<file path="src/hdl/tes_pkg.sv">
// package with shared types and constants for the tracked entity slot table
`timescale 1ns / 1ps
`default_nettype none
package tes_pkg;

  localparam int unsigned NUM_SLOTS_DEF = 16;
  localparam int unsigned KEY_W         = 32;
  localparam int unsigned COORD_W       = 32;
  localparam int unsigned VAL_W         = 31;
  localparam int unsigned IDX_OUT_W     = 4;
  localparam int unsigned CNT_OUT_W     = 5;
  localparam int unsigned STATUS_W      = 3;
  localparam logic [VAL_W-1:0] DIST_MAX = {VAL_W{1'b1}};

  typedef enum logic [1:0] {
    ACT_MEMORIZE = 2'd0,
    ACT_FORGET   = 2'd1,
    ACT_CLEAR    = 2'd2,
    ACT_QUERY    = 2'd3
  } action_e;

  localparam logic [1:0] SENSE_VISUAL = 2'd0;
  localparam logic [1:0] SENSE_SOUND  = 2'd1;

  typedef enum logic [STATUS_W-1:0] {
    ST_INSERTED  = 3'd0,
    ST_UPDATED   = 3'd1,
    ST_FULL      = 3'd2,
    ST_FORGOTTEN = 3'd3,
    ST_NOT_FOUND = 3'd4,
    ST_CLEARED   = 3'd5,
    ST_FOUND     = 3'd6
  } status_e;

  typedef enum logic [1:0] {
    S_IDLE = 2'd0,
    S_EXEC = 2'd1,
    S_READ = 2'd2,
    S_OUT  = 2'd3
  } state_e;

  typedef struct packed {
    logic capture;
    logic exec;
    logic read;
  } tes_cmd_t;

endpackage
`default_nettype wire

</file>
<file path="src/hdl/tes_ctrl.sv">
// controller state machine sequencing one request through the slot table
`timescale 1ns / 1ps
`default_nettype none
module tes_ctrl (
  input  wire logic              clk_i,
  input  wire logic              rst_ni,
  input  wire logic              in_valid_i,
  output logic                   in_stall_o,
  output logic                   out_valid_o,
  input  wire logic              out_stall_i,
  output tes_pkg::tes_cmd_t      cmd_o
);
  import tes_pkg::*;

  state_e state_q, state_d;

  always_ff @(posedge clk_i or negedge rst_ni) begin
    if (!rst_ni) begin
      state_q <= S_IDLE;
    end else begin
      state_q <= state_d;
    end
  end

  always_comb begin
    state_d = state_q;
    case (state_q)
      S_IDLE: begin
        if (in_valid_i) state_d = S_EXEC;
      end
      S_EXEC: state_d = S_READ;
      S_READ: state_d = S_OUT;
      S_OUT: begin
        if (!out_stall_i) state_d = S_IDLE;
      end
      default: state_d = S_IDLE;
    endcase
  end

  always_comb begin
    in_stall_o    = 1'b1;
    out_valid_o   = 1'b0;
    cmd_o         = '0;
    case (state_q)
      S_IDLE: begin
        in_stall_o    = 1'b0;
        cmd_o.capture = in_valid_i;
      end
      S_EXEC: cmd_o.exec = 1'b1;
      S_READ: cmd_o.read = 1'b1;
      S_OUT:  out_valid_o = 1'b1;
      default: begin
        in_stall_o = 1'b1;
      end
    endcase
  end

endmodule
`default_nettype wire

</file>
<file path="src/hdl/tes_datapath.sv">
// datapath: request register, key match, slot flags and record memories
`timescale 1ns / 1ps
`default_nettype none
module tes_datapath #(
  parameter int unsigned NUM_SLOTS = tes_pkg::NUM_SLOTS_DEF
) (
  input  wire logic                              clk_i,
  input  wire logic                              rst_ni,
  input  wire tes_pkg::tes_cmd_t                 cmd_i,
  input  wire logic [1:0]                        action_i,
  input  wire logic [tes_pkg::KEY_W-1:0]         entity_id_i,
  input  wire logic [1:0]                        sense_kind_i,
  input  wire logic [3*tes_pkg::COORD_W-1:0]     pos_i,
  input  wire logic [3*tes_pkg::COORD_W-1:0]     vel_i,
  input  wire logic [tes_pkg::VAL_W-1:0]         range_dist_i,
  input  wire logic [tes_pkg::VAL_W-1:0]         now_time_i,
  output logic [tes_pkg::STATUS_W-1:0]           status_o,
  output logic [tes_pkg::IDX_OUT_W-1:0]          slot_index_o,
  output logic [tes_pkg::CNT_OUT_W-1:0]          occupied_count_o,
  output logic                                   is_visible_o,
  output logic [tes_pkg::VAL_W-1:0]              seen_time_o,
  output logic [tes_pkg::VAL_W-1:0]              heard_time_o,
  output logic [tes_pkg::VAL_W-1:0]              check_time_o,
  output logic [tes_pkg::VAL_W-1:0]              slot_dist_o
);
  import tes_pkg::*;

  localparam int unsigned IDXW = (NUM_SLOTS > 1) ? $clog2(NUM_SLOTS) : 1;
  localparam int unsigned CNTW = $clog2(NUM_SLOTS + 1);

  // request register
  action_e                  act_q;
  logic [KEY_W-1:0]         key_q;
  logic [1:0]               sense_q;
  logic [3*COORD_W-1:0]     pos_q;
  logic [3*COORD_W-1:0]     vel_q;
  logic [VAL_W-1:0]         dist_q;
  logic [VAL_W-1:0]         now_q;

  // slot flags and keys
  logic [NUM_SLOTS-1:0]     used_q, used_d;
  logic [KEY_W-1:0]         slot_key_q [NUM_SLOTS];
  logic [CNTW-1:0]          count_q, count_d;
  status_e                  status_q, status_d;
  logic                     has_slot_q, has_slot_d;
  logic [IDXW-1:0]          idx_q, idx_d;

  // record memories
  logic [3*COORD_W-1:0]     pos_mem   [NUM_SLOTS];
  logic [3*COORD_W-1:0]     vel_mem   [NUM_SLOTS];
  logic [VAL_W-1:0]         dist_mem  [NUM_SLOTS];
  logic [VAL_W-1:0]         seen_mem  [NUM_SLOTS];
  logic [VAL_W-1:0]         heard_mem [NUM_SLOTS];
  logic [VAL_W-1:0]         check_mem [NUM_SLOTS];
  logic                     vis_mem   [NUM_SLOTS];

  logic [VAL_W-1:0]         rd_dist_q, rd_seen_q, rd_heard_q, rd_check_q;
  logic                     rd_vis_q;

  logic                     hit_any, free_any;
  logic [IDXW-1:0]          hit_idx, free_idx;
  logic                     wr_en, wr_ins, key_we;
  logic [IDXW-1:0]          wr_idx;
  logic                     is_visual, is_sound;

  always_ff @(posedge clk_i) begin
    if (cmd_i.capture) begin
      act_q   <= action_e'(action_i);
      key_q   <= entity_id_i;
      sense_q <= sense_kind_i;
      pos_q   <= pos_i;
      vel_q   <= vel_i;
      dist_q  <= range_dist_i;
      now_q   <= now_time_i;
    end
  end

  // lowest matching slot and lowest free slot
  always_comb begin
    hit_any  = 1'b0;
    hit_idx  = '0;
    free_any = 1'b0;
    free_idx = '0;
    for (int s = NUM_SLOTS - 1; s >= 0; s--) begin
      if (used_q[s] && (slot_key_q[s] == key_q)) begin
        hit_any = 1'b1;
        hit_idx = IDXW'(s);
      end
      if (!used_q[s]) begin
        free_any = 1'b1;
        free_idx = IDXW'(s);
      end
    end
  end

  always_comb begin
    used_d     = used_q;
    count_d    = count_q;
    status_d   = status_q;
    has_slot_d = has_slot_q;
    idx_d      = idx_q;
    wr_en      = 1'b0;
    wr_ins     = 1'b0;
    key_we     = 1'b0;
    wr_idx     = hit_any ? hit_idx : free_idx;
    if (cmd_i.exec) begin
      case (act_q)
        ACT_MEMORIZE: begin
          if (hit_any) begin
            wr_en      = 1'b1;
            status_d   = ST_UPDATED;
            has_slot_d = 1'b1;
            idx_d      = hit_idx;
          end else if (free_any) begin
            wr_en          = 1'b1;
            wr_ins         = 1'b1;
            key_we         = 1'b1;
            used_d[free_idx] = 1'b1;
            count_d        = count_q + CNTW'(1);
            status_d       = ST_INSERTED;
            has_slot_d     = 1'b1;
            idx_d          = free_idx;
          end else begin
            status_d   = ST_FULL;
            has_slot_d = 1'b0;
            idx_d      = '0;
          end
        end
        ACT_FORGET: begin
          if (hit_any) begin
            used_d[hit_idx] = 1'b0;
            count_d         = count_q - CNTW'(1);
            status_d        = ST_FORGOTTEN;
            has_slot_d      = 1'b1;
            idx_d           = hit_idx;
          end else begin
            status_d   = ST_NOT_FOUND;
            has_slot_d = 1'b0;
            idx_d      = '0;
          end
        end
        ACT_CLEAR: begin
          used_d     = '0;
          count_d    = '0;
          status_d   = ST_CLEARED;
          has_slot_d = 1'b0;
          idx_d      = '0;
        end
        ACT_QUERY: begin
          status_d   = hit_any ? ST_FOUND : ST_NOT_FOUND;
          has_slot_d = hit_any;
          idx_d      = hit_any ? hit_idx : '0;
        end
        default: begin
          status_d = status_q;
        end
      endcase
    end
  end

  always_ff @(posedge clk_i or negedge rst_ni) begin
    if (!rst_ni) begin
      used_q     <= '0;
      count_q    <= '0;
      status_q   <= ST_CLEARED;
      has_slot_q <= 1'b0;
      idx_q      <= '0;
    end else begin
      used_q     <= used_d;
      count_q    <= count_d;
      status_q   <= status_d;
      has_slot_q <= has_slot_d;
      idx_q      <= idx_d;
    end
  end

  always_ff @(posedge clk_i) begin
    if (key_we) slot_key_q[free_idx] <= key_q;
  end

  assign is_visual = (sense_q == SENSE_VISUAL);
  assign is_sound  = (sense_q == SENSE_SOUND);

  // a fresh slot gets every field written, so stale contents never show
  always_ff @(posedge clk_i) begin
    if (wr_en) begin
      pos_mem[wr_idx]   <= pos_q;
      vel_mem[wr_idx]   <= vel_q;
      dist_mem[wr_idx]  <= dist_q;
      check_mem[wr_idx] <= now_q;
    end
    if (wr_en && (is_visual || wr_ins)) begin
      seen_mem[wr_idx] <= is_visual ? now_q : '0;
    end
    if (wr_en && (is_sound || wr_ins)) begin
      heard_mem[wr_idx] <= is_sound ? now_q : '0;
    end
    if (wr_en && (is_visual || is_sound || wr_ins)) begin
      vis_mem[wr_idx] <= is_visual;
    end
  end

  always_ff @(posedge clk_i) begin
    if (cmd_i.read) begin
      rd_dist_q  <= dist_mem[idx_q];
      rd_seen_q  <= seen_mem[idx_q];
      rd_heard_q <= heard_mem[idx_q];
      rd_check_q <= check_mem[idx_q];
      rd_vis_q   <= vis_mem[idx_q];
    end
  end

  // a reported slot that is free reads as zeros with the distance at DIST_MAX
  always_comb begin
    status_o         = status_q;
    slot_index_o     = IDX_OUT_W'(idx_q);
    occupied_count_o = CNT_OUT_W'(count_q);
    is_visible_o     = 1'b0;
    seen_time_o      = '0;
    heard_time_o     = '0;
    check_time_o     = '0;
    slot_dist_o      = '0;
    if (has_slot_q) begin
      if (used_q[idx_q]) begin
        is_visible_o = rd_vis_q;
        seen_time_o  = rd_seen_q;
        heard_time_o = rd_heard_q;
        check_time_o = rd_check_q;
        slot_dist_o  = rd_dist_q;
      end else begin
        slot_dist_o  = DIST_MAX;
      end
    end
  end

  assert property (@(posedge clk_i) disable iff (!rst_ni)
    count_q == CNTW'($countones(used_q)))
    else $error("occupied count disagrees with slot flags");

  assert property (@(posedge clk_i) disable iff (!rst_ni)
    (has_slot_q && (status_q == ST_INSERTED || status_q == ST_UPDATED ||
                    status_q == ST_FOUND)) |-> used_q[idx_q])
    else $error("reported slot is not occupied");

  assert property (@(posedge clk_i) disable iff (!rst_ni)
    (status_q == ST_FULL) |-> (&used_q))
    else $error("full reported with a free slot");

endmodule
`default_nettype wire

</file>
<file path="src/hdl/tracked_entity_slot_table_unit.sv">
// top level of the tracked entity slot table
// Each request occupies the block through four steps (capture, key match and table
// update, record read, result) and for as long as its result stands stalled; the
// sequence is set by the controller, which holds one request at a time while the
// record memories are written and then read through their single registered read
// port. Keys and occupancy flags sit in flops and are compared in parallel, so no
// clearing pass follows reset and clear all completes in one request.
`timescale 1ns / 1ps
`default_nettype none
module tracked_entity_slot_table_unit #(
  parameter int unsigned NUM_SLOTS = tes_pkg::NUM_SLOTS_DEF
) (
  input  wire logic                              clk_i,
  input  wire logic                              rst_ni,
  input  wire logic                              in_valid_i,
  output logic                                   in_stall_o,
  input  wire logic [1:0]                        action_i,
  input  wire logic [tes_pkg::KEY_W-1:0]         entity_id_i,
  input  wire logic [1:0]                        sense_kind_i,
  input  wire logic signed [tes_pkg::COORD_W-1:0] pos_x_i,
  input  wire logic signed [tes_pkg::COORD_W-1:0] pos_y_i,
  input  wire logic signed [tes_pkg::COORD_W-1:0] pos_z_i,
  input  wire logic signed [tes_pkg::COORD_W-1:0] vel_x_i,
  input  wire logic signed [tes_pkg::COORD_W-1:0] vel_y_i,
  input  wire logic signed [tes_pkg::COORD_W-1:0] vel_z_i,
  input  wire logic [tes_pkg::VAL_W-1:0]         range_dist_i,
  input  wire logic [tes_pkg::VAL_W-1:0]         now_time_i,
  output logic                                   out_valid_o,
  input  wire logic                              out_stall_i,
  output logic [tes_pkg::STATUS_W-1:0]           status_o,
  output logic [tes_pkg::IDX_OUT_W-1:0]          slot_index_o,
  output logic [tes_pkg::CNT_OUT_W-1:0]          occupied_count_o,
  output logic                                   is_visible_o,
  output logic [tes_pkg::VAL_W-1:0]              seen_time_o,
  output logic [tes_pkg::VAL_W-1:0]              heard_time_o,
  output logic [tes_pkg::VAL_W-1:0]              check_time_o,
  output logic [tes_pkg::VAL_W-1:0]              slot_dist_o
);
  import tes_pkg::*;

  tes_cmd_t cmd;

  tes_ctrl u_ctrl (
    .clk_i       (clk_i),
    .rst_ni      (rst_ni),
    .in_valid_i  (in_valid_i),
    .in_stall_o  (in_stall_o),
    .out_valid_o (out_valid_o),
    .out_stall_i (out_stall_i),
    .cmd_o       (cmd)
  );

  tes_datapath #(
    .NUM_SLOTS (NUM_SLOTS)
  ) u_datapath (
    .clk_i            (clk_i),
    .rst_ni           (rst_ni),
    .cmd_i            (cmd),
    .action_i         (action_i),
    .entity_id_i      (entity_id_i),
    .sense_kind_i     (sense_kind_i),
    .pos_i            ({pos_z_i, pos_y_i, pos_x_i}),
    .vel_i            ({vel_z_i, vel_y_i, vel_x_i}),
    .range_dist_i     (range_dist_i),
    .now_time_i       (now_time_i),
    .status_o         (status_o),
    .slot_index_o     (slot_index_o),
    .occupied_count_o (occupied_count_o),
    .is_visible_o     (is_visible_o),
    .seen_time_o      (seen_time_o),
    .heard_time_o     (heard_time_o),
    .check_time_o     (check_time_o),
    .slot_dist_o      (slot_dist_o)
  );

endmodule
`default_nettype wire

</file>
<file path="config.mk">
export PLATFORM = sky130hd
export DESIGN_NAME = tracked_entity_slot_table_unit
export DESIGN_NICKNAME = d
export VERILOG_FILES = /design/src/hdl/tes_pkg.sv /design/src/hdl/tes_ctrl.sv /design/src/hdl/tes_datapath.sv /design/src/hdl/tracked_entity_slot_table_unit.sv
export SDC_FILE = /design/constraint.sdc
export NUM_CORES = 2
export LEC_CHECK = 0
export ABC_AREA = 1
export ABC_CLOCK_PERIOD_IN_PS = 12000
export BUFFER_PORTS_ARGS = -buffer_cell sky130_fd_sc_hd__buf_2
export CORE_AREA = 5 5 600 483
export CTS_BUF_LIST = sky130_fd_sc_hd__clkbuf_4 sky130_fd_sc_hd__clkbuf_8
export CTS_CLUSTER_SIZE = 20
export DETAILED_ROUTE_END_ITERATION = 16
export DIE_AREA = 0 0 605 488
export PLACE_DENSITY = 0.62
export SYNTH_ARGS = -nofsm -noshare
export SYNTH_HDL_FRONTEND = slang
export SYNTH_SLANG_ARGS = --single-unit
export TNS_END_PERCENT = 1
</file>
<file path="constraint.sdc">
create_clock -name clk_i -period 12 [get_ports clk_i]
set_input_delay 0.6 -clock clk_i [delete_from_list [all_inputs] [get_ports clk_i]]
set_output_delay 0.6 -clock clk_i [all_outputs]
set_load 0.005 [all_outputs]
</file>
; ---- After elaboration in Yosys (flattened, before gate mapping)
; Memory sizes are Yosys's and may differ from the RTL's. A register that Yosys moved wholly into a read port is not among the register bits.
; Cells that the tools add are included.
; Widths: inputs -> output; s select.
[classes]
n_addsub = 2
magnitude_cmp = 5
n_eq_ne = 28
n_mux = 127
n_bitwise = 3
reduce_logical = 32
[op_table]
columns = cell, n
row1 = $eq 32x32->1, 16
row2 = $mux 31, 10
row3 = $mux 4, 36
row4 = $mux 1, 60
row5 = $mux 16, 3
row6 = $pmux 16 s3, 1
row7 = $logic_and 1x1->1, 21
row8 = $and 16x16->16, 1
row9 = $not 16->16, 1
row10 = $or 16x16->16, 1
row11 = $lt 4x5->1 const B, 3
row12 = $mux 5, 3
row13 = $pmux 5 s3, 1
row14 = $pmux 3 s4, 1
row15 = $pmux 4 s3, 1
row16 = $demux 1 s4, 2
row17 = $eq 2x2->1 const B, 4
row18 = $ge 4x1->1 const B, 2
row19 = $mux 2, 4
row20 = $pmux 2 s4, 1
row21 = $eq 2x1->1 const B, 3
row22 = $logic_not 2->1, 3
row23 = $mux 3, 2
row24 = $ne 2x2->1 const B, 3
row25 = 10 further kinds, 14
[word_totals]
regBits = 129
ramBits = 2512
in_bits = 294
out_inout_bits = 139
word_cells = 214
memories = 6
[mem_list]
columns = memory, words, word_bits, read_ports, rd_clocked_by_memory_dff, wr, line_no
row1 = u_datapath.slot_key_q, 16, 32, 16, 0, 1, tes_datapath.sv:42  ; logic [KEY_W-1:0] slot_key_q [NUM_SLOTS];
row2 = u_datapath.check_mem, 16, 31, 1, 1, 1, tes_datapath.sv:54  ; logic [VAL_W-1:0] check_mem [NUM_SLOTS];
row3 = u_datapath.dist_mem, 16, 31, 1, 1, 1, tes_datapath.sv:51  ; logic [VAL_W-1:0] dist_mem [NUM_SLOTS];
row4 = u_datapath.heard_mem, 16, 31, 1, 1, 1, tes_datapath.sv:53  ; logic [VAL_W-1:0] heard_mem [NUM_SLOTS];
row5 = u_datapath.seen_mem, 16, 31, 1, 1, 1, tes_datapath.sv:52  ; logic [VAL_W-1:0] seen_mem [NUM_SLOTS];
row6 = u_datapath.vis_mem, 16, 1, 1, 1, 1, tes_datapath.sv:55  ; logic vis_mem [NUM_SLOTS];

; ---- Logic depth before layout (Yosys ltp)
; An unclocked memory read counts as a cell.
[logic_depth]
word_depth = 27
depth_mapped = 30
depth_no_buf = 29

; ---- By module
; From an unflattened synthesis, not the netlist that was laid out.
[unflattened]
cells_unflattened = 8306
hier_area_um2 = 110400.9
[by_module_without_submodules]
columns = module, n_inst, cells_per_inst, area_each_um2, seq_area_each_um2
row1 = tes_datapath, 1, 8281, 110210.7, 82857.0
row2 = tes_ctrl, 1, 25, 190.2, 50.0

; ---- Least setup slack after synthesis
; No wires, ideal clock.
[synth_timing]
path_type = register to register
from = register u_datapath.key_q[27]
to = memory u_datapath.slot_key_q[10][0], enable pin
setup_ns = 0.461
t_arrival_ns = 4.573
t_required_ns = 11.539
path_slack_ns = 6.966
path_stages_with_launch = 18
n_path_buf = 4
period_less_slack_ns = 5.034
path_cell_list = edfxtp_1 buf_4 inv_2 buf_6 buf_6 o22ai_1 a211oi_1 nand2_1 a211oi_1 nand3_1 and2_1 nand2_1 nor2_2 nand2_4 nor2_2 nand2_1 buf_2 nor3_1
[synth_via]
elab_chain_len = 23
elab_cells_between_ends = 53
classes_between = 16 x eq/ne / 21 x mux / 16 x reduce/logical
[synth_rtl]
columns = item, line_no
row1 = "start, declared", tes_datapath.sv:33  ; logic [KEY_W-1:0] key_q;
row2 = "start signal, assigned", tes_datapath.sv:69  ; key_q <= entity_id_i;
row3 = $eq 32x32->1, tes_datapath.sv:85  ; if (used_q[s] && (slot_key_q[s] == key_q)) begin
row4 = $logic_and 1x1->1, tes_datapath.sv:85
row5 = $mux 1 (15 in series), tes_datapath.sv:85
row6 = $mux 1 *, tes_datapath.sv:85
row7 = $mux 1 *, tes_datapath.sv:109  ; if (hit_any) begin
row8 = $mux 1 *, tes_datapath.sv:107  ; case (act_q)
row9 = $mux 1 *, tes_datapath.sv:106  ; if (cmd_i.exec) begin
row10 = $mux 1 *, tes_datapath.sv:178  ; if (key_we) slot_key_q[free_idx] <= key_q;
row11 = $mux 1 (not written as such) *, tes_datapath.sv:178
row12 = "end, declared", tes_datapath.sv:42
; Mark *: on every way between the ends. The rest lies on a longest branch, timed or not.

; ---- Worst setup path in the final report
[layout_timing]
from = register u_datapath.idx_q[1] (netlist: u_datapath.slot_index_o[1])
to = output port seen_time_o[3] (netlist name)
[layout_via]
elab_chain_len = 4
[layout_rtl]
columns = item, line_no
row1 = "start, declared", tes_datapath.sv:46  ; logic [IDXW-1:0] idx_q, idx_d;
row2 = "start signal, assigned", tes_datapath.sv:173  ; idx_q <= idx_d;
row3 = $bmux 1 s4, tes_datapath.sv:224  ; if (used_q[idx_q]) begin
row4 = $mux 1 (not written as such), tes_datapath.sv:224
row5 = $mux 31, tes_datapath.sv:224
row6 = $mux 31, tes_datapath.sv:223  ; if (has_slot_q) begin
row7 = "end, declared", tracked_entity_slot_table_unit.sv:34  ; output logic [tes_pkg::VAL_W-1:0] seen_time_o,
; Every way passes these cells. The select of a mux whose other input is x is not followed.

==> results.yml <==
min_path:
  hp-class: "primary input to async pin"
floorplan:
  die_y_um: 488
  initial_utilization_pct: 38.8
  io_pins: 433
  core_area_mm2: 0.283
  dieWidth_um: 605
  rows: 175
  die_area_mm2: 0.295
timing:
  hold_viol: 0
  slew_viol_final: 0
  fin_tns_setup_ps: 0
  relSlewSlack_pct: 19.1
  fmax_mhz: 154
  finalSetupViolCount: 0
  rsz0062_at_grt: "no"
  clock_skew_ps: 88.0
  finalCritPeriodShare_pct: 54.1
  worst_slew_pin_slew_ps: 1210
  fin_crit_ps: 6500
placed_design:
  dp_hpwl_mm: 171
  place.gp.congestion: 0.874
  numPortBuffers: 240
  dp_cells: 11900
power:
  p_switching_w: 0.00756
  clkPwrFrac_pct: 31.1
  p_leak_nw: 42.0
  vdd_drop_max_uv: 212
  pwr-share-seq_pct: 48.7
  internal_power_w: 0.0165
  powerDensity_mw_per_mm2: 193
  comb_power_share_pct: 20.2
  p_sw_share_pct: 31.5
drt:
  drt-initial-drc-count: 8860
  wl_per_cell_um: 25.4
  vias_per_cell: 5.61
  wl_mm: 325
  dr.pass1.iters: 6
  final_antenna_net_count: 0
  drc_errors: 0
  vias: 71700
yosys:
  synth_edf_count: 2735
  ys_seq_elements: 2766
  ys_seq_area_share_pct: 75.5
  synthSimpleGateAreaFrac_pct: 8.25
  syn_nets: 8536
  async_reset_ff_share_pct: 1.12
  synthesis.area_mm2: 0.110
  synthMuxAreaShare_pct: 0.164
  synth_top_family_by_area: "compound AO/OA/AOI/OAI gates"
  synth_xor_area_share_pct: 1.32
  synth_compound_area_share_pct: 11.5
  yosysWarnings: 0
  synth_cell_type_count: 64
  synthCells: 8229
  yosys.area_share.adder_pct: 0.155
  postSynthAreaPerCell_um2: 13.3
  ys.flop_type: "edfxtp_1"
clock_network:
  cts_setup_buffers: 0
  path_clk_slew_ps: 60
  cts.path.max_buffers: 4
  cts_resized: 0
  htreeDepth: 5
  ctsRootBufferMaster: "clkbuf_8"
  cts.sinks: 2766
  clock_latency_ps: 1010
  hold_buffers: 102
  cts_made_buffers: 425
  tritoncts: "done"
grt:
  grt.total_usage_pct: 21.3
  grt_max_degree: 229
  grt-ovfl-total: 0
  grt_pass1_vias: 69400
  antenna_found_initial: 26
  grt_pass1_wl_mm: 466
critical_path:
  critPathBufInv: 3
  cp.arrival_ps: 5900
  rr_worst_depth: 19
  path_class: "flop to output port"
  critPathTopFamily: "simple AND/OR/NAND/NOR gates"
  required_ps: 11400
  start_kind: "flop"
  crit_chain: "inv_8, nand2_1, a21oi_1, o311ai_0, nand3_4, buf_4, nor2_1, buf_2"
  cp-endpoint: "seen_time_o[3]"
  ff2ff_setup_slack_ps: 6090
  end_kind: "output port"
  path_max_fanout: 139
  rr_endpoint: "u_datapath.dist_mem[3][3]"
  path_depth: 8
  max_stage_delay_ps: 1000
  r2r-start: "u_datapath.key_q[14]"
  crit_path_start: "u_datapath.slot_index_o[1]"
  cp_slowest_cell: "nand3_4"
finish:
  nets: 8943
  multiInputGateArea_mm2: 0.0238
  layout_commonest_cell: "edfxtp_1"
  drive_above_1_share_pct: 13.6
  seqCellArea_mm2: 0.0829
  fillers: 25200
  layout_common_cells: "edfxtp_1 (2735), nor2_1 (1448), o21ai_0 (1307)"
  finalNonFillerCells: 12800
  area_growth_pct: 13.1
status:
  outcome: "finished, final reports clean"
run:
  drv_cap: 0
[worst min-delay path by stage]
stage	startpoint	end	slack, ps	cells past startpoint
2_1_floorplan	rst_ni	u_ctrl.state_q[0]	300	0
3_3_place_gp	u_datapath.status_o[2]	u_datapath.status_o[2]	460	2
3_5_place_dp	u_datapath.status_o[2]	u_datapath.status_o[2]	460	2
4_1_cts	rst_ni	u_datapath.occupied_count_o[4]	170	2
5_1_grt	now_time_i[27]	u_datapath.now_q[27]	250	2
6_report	rst_ni	u_ctrl.state_q[0]	290	2
[stage by stage]
step / hold slack [ps] / util [%] / total power [W] / setup WS, ps / area (um2)
6_report: 290 / 43.9 / 0.0240 / 5500 / 124000
5_1_grt: 245 / 43.9 / 0.0251 / 5260 / 124000
4_1_cts: 169 / 43.9 / 0.0241 / 5500 / 124000
3_5_place_dp: 463 / 40.7 / 0.0167 / 6130 / 115000
3_3_place_gp: 457 / 40.7 / 0.0165 / 6210 / 115000
2_1_floorplan: 304 / - / 0.0147 / 6970 / 110000
[sequential cells by signal (all words and copies together), names as in the netlist, 2 cells and up]
signal / flops
u_ctrl.state_q: 2
u_datapath.act_q: 2
u_datapath.check_mem: 496
u_datapath.dist_mem: 496
u_datapath.dist_q: 31
u_datapath.heard_mem: 496
u_datapath.key_q: 32
u_datapath.now_q: 31
u_datapath.occupied_count_o: 5
u_datapath.rd_check_q: 31
u_datapath.rd_dist_q: 31
u_datapath.rd_heard_q: 31
u_datapath.rd_seen_q: 31
u_datapath.seen_mem: 496
u_datapath.sense_q: 2
u_datapath.slot_index_o: 4
u_datapath.slot_key_q: 512
u_datapath.status_o: 3
u_datapath.used_q: 16
u_datapath.vis_mem: 16
[synth_stat cells, types with 11 or more instances]
library cell,n,area (um2)
nor4_1,24,150
inv_1,313,1170
nand2_1,483,1810
buf_6,13,146
nand3_1,95,475
o221ai_1,175,1530
o21ai_0,1307,6540
o22ai_1,442,2770
o2111ai_1,11,96.3
nor2_1,1489,5590
o21ai_1,12,60.1
nand4_1,42,263
o211ai_1,81,608
a221oi_1,11,96.3
inv_2,27,101
a21oi_1,49,245
a22o_1,34,298
buf_4,16,120
or2_2,28,175
clkbuf_1,427,1600
buf_2,44,220
nor3_1,25,125
mux2i_1,18,180
edfxtp_1,2735,82100
ha_1,12,150
buf_1,15,56.3
xnor2_1,141,1230
a211oi_1,15,113
dfrtp_1,29,726
xor2_1,25,219
[metal layers]
layer	GRT usage (%)	vias to the layer above	routed length, um
met5	0	-	61
met4	8.58	8	13400
met3	4.21	679	32500
met2	32.9	3766	146000
met1	29.6	35900	133000
li1	-	31300	-
[cells by family (layout without fill, tap and decap cells)]
group | after synthesis | in the layout
AND/OR/NAND/NOR | 2240 | 2240
AO/OA/AOI/OAI | 2167 | 2167
XOR/XNOR | 166 | 166
other | 0 | 9
flip-flops | 2766 | 2766
multiplexers | 18 | 18
buffers and inverters | 859 | 1584
adder cells (fa/ha/maj) | 13 | 13
[power by group through the flow]
stage | registers (W) | clock network, W | logic (W)
2_1_floorplan | 0.0117 | 0 | 0.00297
3_3_place_gp | 0.0119 | 0 | 0.00466
3_5_place_dp | 0.0119 | 0 | 0.00478
4_1_cts | 0.0117 | 0.00760 | 0.00483
5_1_grt | 0.0117 | 0.00804 | 0.00529
6_report | 0.0117 | 0.00747 | 0.00486
[layout make-up]
cell class	instances	area share (%)
Antenna cell	9	0.0181
Timing Repair Buffer	495	2.74
Inverter	344	1.11
Clock buffer	575	5.66
Clock inverter	170	0.708
Sequential cell	2766	66.7
Multi-Input combinational cell	4604	19.2
Tap cell	3805	3.83
Power figures use the tool's default switching activity.
